[config.mk]
export PLATFORM = sky130hd
export DESIGN_NAME = video_register_port
export DESIGN_NICKNAME = d
export VERILOG_FILES = /design/src/design/vrp_pkg.sv /design/src/design/vrp_ram.sv /design/src/design/vrp_exec.sv /design/src/design/video_register_port.sv
export VERILOG_INCLUDE_DIRS = /design/src /design/src/design
export SDC_FILE = /design/constraint.sdc
export NUM_CORES = 1
export LEC_CHECK = 0
export BUFFER_PORTS_ARGS = -buffer_cell sky130_fd_sc_hd__buf_2
export CAP_MARGIN = 10
export CORE_ASPECT_RATIO = 0.75
export CORE_MARGIN = 4
export CORE_UTILIZATION = 59
export CTS_BUF_LIST = sky130_fd_sc_hd__clkbuf_2
export DETAILED_ROUTE_END_ITERATION = 10
export PLACE_DENSITY = 0.83
export SYNTH_ARGS = -nofsm -noshare
export SYNTH_HDL_FRONTEND = slang
export SYNTH_SLANG_ARGS = --single-unit
[constraint.sdc]
create_clock -name clk -period 2.4 [get_ports clk]
set_input_delay 0.72 -clock clk [delete_from_list [all_inputs] [get_ports clk]]
set_output_delay 0.72 -clock clk [all_outputs]
set_load 0.01 [all_outputs]
[src/design/video_register_port_macros.svh]
// Assertion helpers for the port's execute module (vrp_exec).
`ifndef VIDEO_REGISTER_PORT_MACROS_SVH
`define VIDEO_REGISTER_PORT_MACROS_SVH

`ifndef SYNTH

// Same-cycle implication, checked outside reset.
`define VRP_ASSERT_IMPL(label, clk, rst_n, ante, cons) \
	label: assert property (@(posedge clk) disable iff (!(rst_n)) (ante) |-> (cons)) \
		else $error("same-cycle check failed");

// Next-cycle implication, checked outside reset.
`define VRP_ASSERT_NEXT(label, clk, rst_n, ante, cons) \
	label: assert property (@(posedge clk) disable iff (!(rst_n)) (ante) |=> (cons)) \
		else $error("next-cycle check failed");

`else

`define VRP_ASSERT_IMPL(label, clk, rst_n, ante, cons)
`define VRP_ASSERT_NEXT(label, clk, rst_n, ante, cons)

`endif

`endif

[src/design/vrp_pkg.sv]
package vrp_pkg;

	// bus commands
	localparam logic [2:0] CMD_CTRL   = 3'd0;
	localparam logic [2:0] CMD_MASK   = 3'd1;
	localparam logic [2:0] CMD_SPRITE = 3'd2;
	localparam logic [2:0] CMD_SCROLL = 3'd3;
	localparam logic [2:0] CMD_ADDR   = 3'd4;
	localparam logic [2:0] CMD_DATA   = 3'd5;
	localparam logic [2:0] CMD_STATUS = 3'd6;
	localparam logic [2:0] CMD_VBLANK = 3'd7;

	// data write outcomes
	localparam logic [2:0] OUT_NONE      = 3'd0;
	localparam logic [2:0] OUT_NAMETABLE = 3'd1;
	localparam logic [2:0] OUT_PALETTE   = 3'd2;
	localparam logic [2:0] OUT_ROM       = 3'd3;
	localparam logic [2:0] OUT_UNSUP     = 3'd4;

	localparam logic [15:0] NT_BASE     = 16'h2000;
	localparam logic [15:0] NT_END      = 16'h3000;
	localparam logic [15:0] PAL_BASE    = 16'h3F00;
	localparam logic [15:0] PAL_END     = 16'h3F20;
	localparam logic [15:0] INC_ROW     = 16'd32;
	localparam logic [15:0] INC_ONE     = 16'd1;
	localparam int          CTRL_INC_BIT = 2;
	localparam int          CTRL_NMI_BIT = 7;
	localparam int          STATUS_VBL_BIT = 7;

	localparam int PAL_BYTES = 32;
	localparam int PAL_AW    = 5;
	localparam int IDX_W     = 11;

	typedef struct packed {
		logic [2:0] command;
		logic [7:0] write_value;
	} req_t;

	typedef struct packed {
		logic [7:0]       read_value;
		logic             nmi;
		logic [2:0]       outcome;
		logic [IDX_W-1:0] store_index;
		logic [15:0]      video_address;
		logic [7:0]       scroll_x_value;
		logic [7:0]       scroll_y_value;
	} rsp_t;

	typedef struct packed {
		logic             nt_en;
		logic             pal_en;
		logic [IDX_W-1:0] index;
		logic [7:0]       data;
	} store_wr_t;

endpackage

[src/design/vrp_ram.sv]
module vrp_ram #(
	parameter int WIDTH = 8,
	parameter int DEPTH = 32
) (
	input  logic                     clk,
	input  logic                     we,
	input  logic [$clog2(DEPTH)-1:0] addr,
	input  logic [WIDTH-1:0]         wdata,
	output logic [WIDTH-1:0]         rdata
);

	logic [WIDTH-1:0] mem [DEPTH];

	always_ff @(posedge clk) begin
		if (we) begin
			mem[addr] <= wdata;
		end
		rdata <= mem[addr];
	end

endmodule

[src/design/vrp_exec.sv]
`include "video_register_port_macros.svh"

module vrp_exec #(
	parameter int NT_BYTES = 2048
) (
	input  logic                clk,
	input  logic                arst_n,
	input  logic                advance,
	input  vrp_pkg::req_t       item,
	output vrp_pkg::rsp_t       result,
	output vrp_pkg::store_wr_t  store_wr
);

	localparam int NT_AW = $clog2(NT_BYTES);

	logic [7:0]  control_q;
	logic [7:0]  mask_q;
	logic [7:0]  sprite_addr_q;
	logic [7:0]  scroll_x_q;
	logic [7:0]  scroll_y_q;
	logic        scroll_tog_q;
	logic        addr_tog_q;
	logic [15:0] address_q;
	logic        vblank_q;

	logic [7:0]  control_d;
	logic [7:0]  mask_d;
	logic [7:0]  sprite_addr_d;
	logic [7:0]  scroll_x_d;
	logic [7:0]  scroll_y_d;
	logic        scroll_tog_d;
	logic        addr_tog_d;
	logic [15:0] address_d;
	logic        vblank_d;
	logic [15:0] step;
	logic        in_rom;
	logic        in_nt;
	logic        in_pal;

	assign step   = control_q[vrp_pkg::CTRL_INC_BIT] ? vrp_pkg::INC_ROW : vrp_pkg::INC_ONE;
	assign in_rom = address_q < vrp_pkg::NT_BASE;
	assign in_nt  = !in_rom && (address_q < vrp_pkg::NT_END);
	assign in_pal = (address_q >= vrp_pkg::PAL_BASE) && (address_q < vrp_pkg::PAL_END);

	always_comb begin
		control_d     = control_q;
		mask_d        = mask_q;
		sprite_addr_d = sprite_addr_q;
		scroll_x_d    = scroll_x_q;
		scroll_y_d    = scroll_y_q;
		scroll_tog_d  = scroll_tog_q;
		addr_tog_d    = addr_tog_q;
		address_d     = address_q;
		vblank_d      = vblank_q;
		result        = '0;
		store_wr      = '0;
		store_wr.data = item.write_value;
		case (item.command)
			vrp_pkg::CMD_CTRL: begin
				control_d = item.write_value;
			end
			vrp_pkg::CMD_MASK: begin
				mask_d = item.write_value;
			end
			vrp_pkg::CMD_SPRITE: begin
				sprite_addr_d = item.write_value;
			end
			vrp_pkg::CMD_SCROLL: begin
				if (!scroll_tog_q) begin
					scroll_x_d = item.write_value;
				end else begin
					scroll_y_d = item.write_value;
				end
				scroll_tog_d = !scroll_tog_q;
			end
			vrp_pkg::CMD_ADDR: begin
				// high byte first, then low byte
				if (!addr_tog_q) begin
					address_d = {item.write_value, address_q[7:0]};
				end else begin
					address_d = {address_q[15:8], item.write_value};
				end
				addr_tog_d = !addr_tog_q;
			end
			vrp_pkg::CMD_DATA: begin
				if (in_rom) begin
					result.outcome = vrp_pkg::OUT_ROM;
				end else if (in_nt) begin
					result.outcome    = vrp_pkg::OUT_NAMETABLE;
					store_wr.nt_en    = 1'b1;
					store_wr.index    = vrp_pkg::IDX_W'(address_q[NT_AW-1:0]);
				end else if (in_pal) begin
					result.outcome    = vrp_pkg::OUT_PALETTE;
					store_wr.pal_en   = 1'b1;
					store_wr.index    = vrp_pkg::IDX_W'(address_q[vrp_pkg::PAL_AW-1:0]);
				end else begin
					result.outcome = vrp_pkg::OUT_UNSUP;
				end
				result.store_index = store_wr.index;
				address_d = address_q + step;
			end
			vrp_pkg::CMD_STATUS: begin
				// sample the flag before clearing it
				result.read_value[vrp_pkg::STATUS_VBL_BIT] = vblank_q;
				scroll_tog_d = 1'b0;
				addr_tog_d   = 1'b0;
				vblank_d     = 1'b0;
			end
			default: begin
				vblank_d   = 1'b1;
				result.nmi = control_q[vrp_pkg::CTRL_NMI_BIT];
			end
		endcase
		result.video_address  = address_d;
		result.scroll_x_value = scroll_x_d;
		result.scroll_y_value = scroll_y_d;
	end

	always_ff @(posedge clk or negedge arst_n) begin
		if (!arst_n) begin
			control_q     <= '0;
			mask_q        <= '0;
			sprite_addr_q <= '0;
			scroll_x_q    <= '0;
			scroll_y_q    <= '0;
			scroll_tog_q  <= 1'b0;
			addr_tog_q    <= 1'b0;
			address_q     <= '0;
			vblank_q      <= 1'b0;
		end else if (advance) begin
			control_q     <= control_d;
			mask_q        <= mask_d;
			sprite_addr_q <= sprite_addr_d;
			scroll_x_q    <= scroll_x_d;
			scroll_y_q    <= scroll_y_d;
			scroll_tog_q  <= scroll_tog_d;
			addr_tog_q    <= addr_tog_d;
			address_q     <= address_d;
			vblank_q      <= vblank_d;
		end
	end

	`VRP_ASSERT_NEXT(a_status_clears, clk, arst_n,
		advance && item.command == vrp_pkg::CMD_STATUS,
		!vblank_q && !scroll_tog_q && !addr_tog_q)
	`VRP_ASSERT_NEXT(a_vblank_sets, clk, arst_n,
		advance && item.command == vrp_pkg::CMD_VBLANK, vblank_q)
	`VRP_ASSERT_IMPL(a_store_only_on_data, clk, arst_n,
		store_wr.nt_en || store_wr.pal_en, item.command == vrp_pkg::CMD_DATA)
	`VRP_ASSERT_NEXT(a_data_advances_addr, clk, arst_n,
		advance && item.command == vrp_pkg::CMD_DATA,
		address_q == $past(address_q + step))

endmodule

[src/design/video_register_port.sv]
// CPU-side register port of the picture unit. One bus access or vblank event is taken
// per cycle on req while req_ready is high, and its result reaches rsp through the
// input register, then the result register; the register file update and the single
// store write happen together as the item moves from the input register into the result
// register. Nametable and palette contents come up undefined after reset and are never read.

module video_register_port #(
	parameter int NAMETABLE_BYTES = 2048
) (
	input  logic          clk,
	input  logic          arst_n,
	input  logic          req_valid,
	output logic          req_ready,
	input  vrp_pkg::req_t req,
	output logic          rsp_valid,
	input  logic          rsp_ready,
	output vrp_pkg::rsp_t rsp
);

	localparam int NT_AW = $clog2(NAMETABLE_BYTES);

	logic               valid_s1;
	vrp_pkg::req_t      item_s1;
	logic               valid_s2;
	vrp_pkg::rsp_t      rsp_s2;
	logic               advance;
	vrp_pkg::rsp_t      result;
	vrp_pkg::store_wr_t store_wr;

	// move the held item on when the result register is free or being drained
	assign advance   = valid_s1 && (!valid_s2 || rsp_ready);
	assign req_ready = !valid_s1 || advance;
	assign rsp_valid = valid_s2;
	assign rsp       = rsp_s2;

	always_ff @(posedge clk or negedge arst_n) begin
		if (!arst_n) begin
			valid_s1 <= 1'b0;
			valid_s2 <= 1'b0;
		end else begin
			if (req_ready) begin
				valid_s1 <= req_valid;
			end
			if (advance) begin
				valid_s2 <= 1'b1;
			end else if (rsp_ready) begin
				valid_s2 <= 1'b0;
			end
		end
	end

	always_ff @(posedge clk) begin
		if (req_ready && req_valid) begin
			item_s1 <= req;
		end
		if (advance) begin
			rsp_s2 <= result;
		end
	end

	vrp_exec #(
		.NT_BYTES(NAMETABLE_BYTES)
	) u_exec (
		.clk      (clk),
		.arst_n   (arst_n),
		.advance  (advance),
		.item     (item_s1),
		.result   (result),
		.store_wr (store_wr)
	);

	vrp_ram #(
		.WIDTH(8),
		.DEPTH(NAMETABLE_BYTES)
	) u_nametable (
		.clk   (clk),
		.we    (advance && store_wr.nt_en),
		.addr  (store_wr.index[NT_AW-1:0]),
		.wdata (store_wr.data),
		.rdata ()
	);

	vrp_ram #(
		.WIDTH(8),
		.DEPTH(vrp_pkg::PAL_BYTES)
	) u_palette (
		.clk   (clk),
		.we    (advance && store_wr.pal_en),
		.addr  (store_wr.index[vrp_pkg::PAL_AW-1:0]),
		.wdata (store_wr.data),
		.rdata ()
	);

endmodule
==> impl_metrics.json <==
{
  "antenna-diode-count": 0,
  "met3_wirelength_mm": 1.14,
  "maxSlewHeadroom_pct": 63.7,
  "grt.total_usage_pct": 23.9,
  "internal_power_consumption_mw": 3.46,
  "power.share.switching_pct": 33.7,
  "initialDrtViolationCount": 291,
  "layout_worst_path_cycle_share_pct": 91.7,
  "drc_errors": 0,
  "yosys.area.top_type": "sky130_fd_sc_hd__edfxtp_1",
  "cts_resized": 0,
  "netlist_instances": 385,
  "synthDominantCellAreaShare_pct": 38.4,
  "clk_latency_worst_skew_pair_ps": 570,
  "grt_setup_unrepaired": "false",
  "gr-total-overflow": 0,
  "gp_weighted_congestion": 0.993,
  "power_leakage_nw": 2.20,
  "drv_cap": 0,
  "critPathLaunchType": "flip-flop",
  "grt_pass1_vias": 3242,
  "critical_path_required_time_ps": 2750,
  "sequentialPowerShare_pct": 51.0,
  "timing.setup.critical_path_class": "flip-flop to flip-flop",
  "cts_hold_repair.buffers": 0,
  "clock_power_share_pct": 19.2,
  "core_area_sq_um": 7470,
  "design.final.nets": 468,
  "cp_max_fo": 6,
  "setup-tns-final_ps": 0,
  "postCtsSetupRepairBufs": 0,
  "yosys_warnings": 0,
  "min-delay-path-class": "input port to asynchronous set/reset pin",
  "syn_area_per_cell_sq_um": 12.0,
  "final-hold-violation-count": 0,
  "top_level_ports": 72,
  "worst-r2r-cell-count": 8,
  "ys_top_cells_by_area": "sky130_fd_sc_hd__edfxtp_1, sky130_fd_sc_hd__dfrtp_1, sky130_fd_sc_hd__mux2_2, sky130_fd_sc_hd__nand2_1, sky130_fd_sc_hd__mux2_4",
  "placement.io_buffers": 64,
  "achievable-frequency_mhz": 454,
  "layout.core_utilization_pct": 69.6,
  "preCtsSetupSlack_ps": 251,
  "dr.max_layer_used": "met4",
  "drive_gt1_share_pct": 29.0,
  "root_buffer": "sky130_fd_sc_hd__clkbuf_2",
  "synth_ff_type": "sky130_fd_sc_hd__edfxtp_1",
  "post-route-worst-setup-slack_ps": 199,
  "clock_sink_count": 98,
  "route.met2.wl_mm": 4.85,
  "max_slew.worst_pin.slew_ps": 545,
  "final.min_clock_period_ps": 2200,
  "timing.final.max_slew_violations": 0,
  "netSwitchingPower_mw": 1.76,
  "ys_async_sr_fraction_pct": 39.8,
  "outcome": "finished, final reports clean",
  "std_cell_rows": 27,
  "htree_levels": 3,
  "seq_area_frac_synth_pct": 59.6,
  "final-setup-viol-count": 0,
  "vias_per_cell": 6.06,
  "cts_tree": "built",
  "irDropWorstVdd_mv": 0.515,
  "floorplan.die.height_um": 84.5,
  "cts_inserted_buffers": 9,
  "grt_first_pass_wirelength_mm": 16.9,
  "syn_to_final_growth_pct": 12.8,
  "final_instance_count_without_filler_cells": 556,
  "cp_data_arrival_time_ps": 2550,
  "die_width_um": 110,
  "antenna_found_initial": 0,
  "power.density_nw_per_um2": 1000,
  "place_hpwl_mm": 7.47,
  "worstSetupEndpointType": "flip-flop",
  "detail_route.wirelength.met1_mm": 4.36,
  "wl_per_cell_um": 18.9,
  "postSynthRegisterBits": 98,
  "dr_total_vias": 3371,
  "skew_ps": 35.5,
  "maximum_number_of_pins_on_one_net_before_global_route_repair": 40,
  "netlist-cell-type-count": 57,
  "start_util_pct": 61.7,
  "drt_pre_antenna_iters": 6,
  "fillers": 540,
  "fp.dieArea_sq_um": 9310,
  "post_route_ant_nets": 0,
  "placed_cells_incl_taps": 540,
  "cts.path.max_buffers": 2,
  "logic_pwr_share_pct": 29.8,
  "synth_enable_flop_cells": 59,
  "postRouteWirelength_mm": 10.5,
  "cts.reportedPaths.clkPinSlew_ps": 270,
  "synth.cell_area_sq_um": 4610
}
-- cells in the mapped netlist (3+ instances only) --
library cell	count
sky130_fd_sc_hd__a21oi_1	14
sky130_fd_sc_hd__a22oi_1	6
sky130_fd_sc_hd__a2bb2oi_1	4
sky130_fd_sc_hd__a31oi_1	4
sky130_fd_sc_hd__a32oi_1	3
sky130_fd_sc_hd__and2_1	12
sky130_fd_sc_hd__and3_1	5
sky130_fd_sc_hd__and4_1	3
sky130_fd_sc_hd__buf_2	9
sky130_fd_sc_hd__buf_4	9
sky130_fd_sc_hd__clkbuf_1	8
sky130_fd_sc_hd__dfrtp_1	39
sky130_fd_sc_hd__edfxtp_1	59
sky130_fd_sc_hd__ha_1	3
sky130_fd_sc_hd__inv_1	8
sky130_fd_sc_hd__mux2_2	22
sky130_fd_sc_hd__mux2_4	7
sky130_fd_sc_hd__nand2_1	44
sky130_fd_sc_hd__nand2b_1	5
sky130_fd_sc_hd__nand3_1	13
sky130_fd_sc_hd__nand4_1	3
sky130_fd_sc_hd__nor2_1	20
sky130_fd_sc_hd__nor2b_1	4
sky130_fd_sc_hd__o21ai_0	19
sky130_fd_sc_hd__o22ai_1	11
sky130_fd_sc_hd__o31a_1	5
sky130_fd_sc_hd__xnor2_1	5
sky130_fd_sc_hd__xor2_1	3
-- cell families after synthesis --
logic type | share of synthesized area (%)
simple gates | 13.8
flops | 59.6
compound gates | 11.5
buf+inv | 4.51
mux | 8.09
xor+xnor | 1.52
fa+ha+maj | 0.814
other cells | 0.0814
-- state kept, by name, summed over array words and instances (netlist names) --
name and cells:
u_exec.control_q 2, u_exec.scroll_tog_q 1, u_exec.scroll_x_q 8, u_exec.vblank_q 1
rsp 48, u_exec.address_q 16, rsp_valid 1, u_exec.addr_tog_q 1
valid_s1 1, u_exec.scroll_y_q 8, item_s1 11
-- per-layer routing --
metal	track usage, %	vias to the layer above
met5	0	-
met4	7.36	0
met3	7.61	23
met2	35.2	197
met1	33.9	1620
li1	-	1531
-- metrics by stage --
stage / instance area [sq um] / power [mW] / hold slack [ps]
floorplan: 4630 / 3.70 / 424
CTS: 5200 / 5.20 / 164
global placement: 5040 / 4.14 / 454
finish: 5200 / 5.22 / 160
global route: 5200 / 5.52 / 168
detailed placement: 5040 / 4.21 / 460
-- power groups by stage --
stage,clock network [mW],logic (mW),registers [mW]
3_5_place_dp,0,1.53,2.69
2_1_floorplan,0,1.09,2.60
6_report,1.00,1.55,2.66
3_3_place_gp,0,1.48,2.66
5_1_grt,1.09,1.71,2.72
4_1_cts,1.02,1.54,2.65
-- placed cells by master (no fill, tap or decap), drive strengths merged, types with 2 or more instances in the layout --
cell     Yosys  final
nor2        20     20
nand4        3      3
o211ai       2      2
and4         3      3
nand2b       6      6
buf         22     79
mux2i        2      2
xnor2        5      5
a32oi        3      3
edfxtp      59     59
nand2       45     45
nand3       13     13
clkbuf       9     10
a2bb2oi      4      4
a32o         2      2
bufinv       0      3
o21ai       21     21
a211oi       2      2
dfrtp       39     39
mux2        29     29
o22ai       11     11
a31oi        4      4
xor2         3      3
a22oi        6      6
inv          8     10
o31a         5      5
and2        12     12
nor2b        4      4
and3         6      6
ha           3      3
conb         1      7
nor3         4      4
a21oi       14     14
-- path summary, 6_finish.rpt --
check | from | endpoint | slack [ps]
setup / recovery | u_exec.control_q[2]$_DFFE_PN0P_ | rsp[26]$_DFFE_PP_ | 200
hold / removal | arst_n | u_exec.scroll_x_q[5]$_DFFE_PN0P_ | 160
setup reg to reg | u_exec.control_q[2]$_DFFE_PN0P_ | rsp[26]$_DFFE_PP_ | 200
hold reg to reg | u_exec.scroll_x_q[3]$_DFFE_PN0P_ | u_exec.scroll_x_q[3]$_DFFE_PN0P_ | 500
max in group asynchronous | arst_n | u_exec.address_q[15]$_DFFE_PN0P_ | 1830
min in group clk | req[6] | item_s1[6]$_DFFE_PP_ | 290
-- critical path, stage by stage, from the launching register on --
cell	delay [ps]
sky130_fd_sc_hd__dfrtp_1	470
sky130_fd_sc_hd__inv_1	70
sky130_fd_sc_hd__ha_1	210
sky130_fd_sc_hd__ha_1	270
sky130_fd_sc_hd__a31oi_1	110
sky130_fd_sc_hd__buf_4	180
sky130_fd_sc_hd__nor3_2	270
sky130_fd_sc_hd__xnor2_1	90
sky130_fd_sc_hd__o21ai_0	320
-- area by class of cell --
type	instances	area [sq um]	area share, %
Clock buffer	10	50.0	0.962
Clock inverter	6	111	2.14
Inverter	8	30.0	0.577
Multi-Input combinational cell	254	1680	32.2
Sequential cell	98	2750	52.8
Tap cell	101	126	2.43
Timing Repair Buffer	79	458	8.81
No activity file was read; power rests on OpenSTA's default activity.
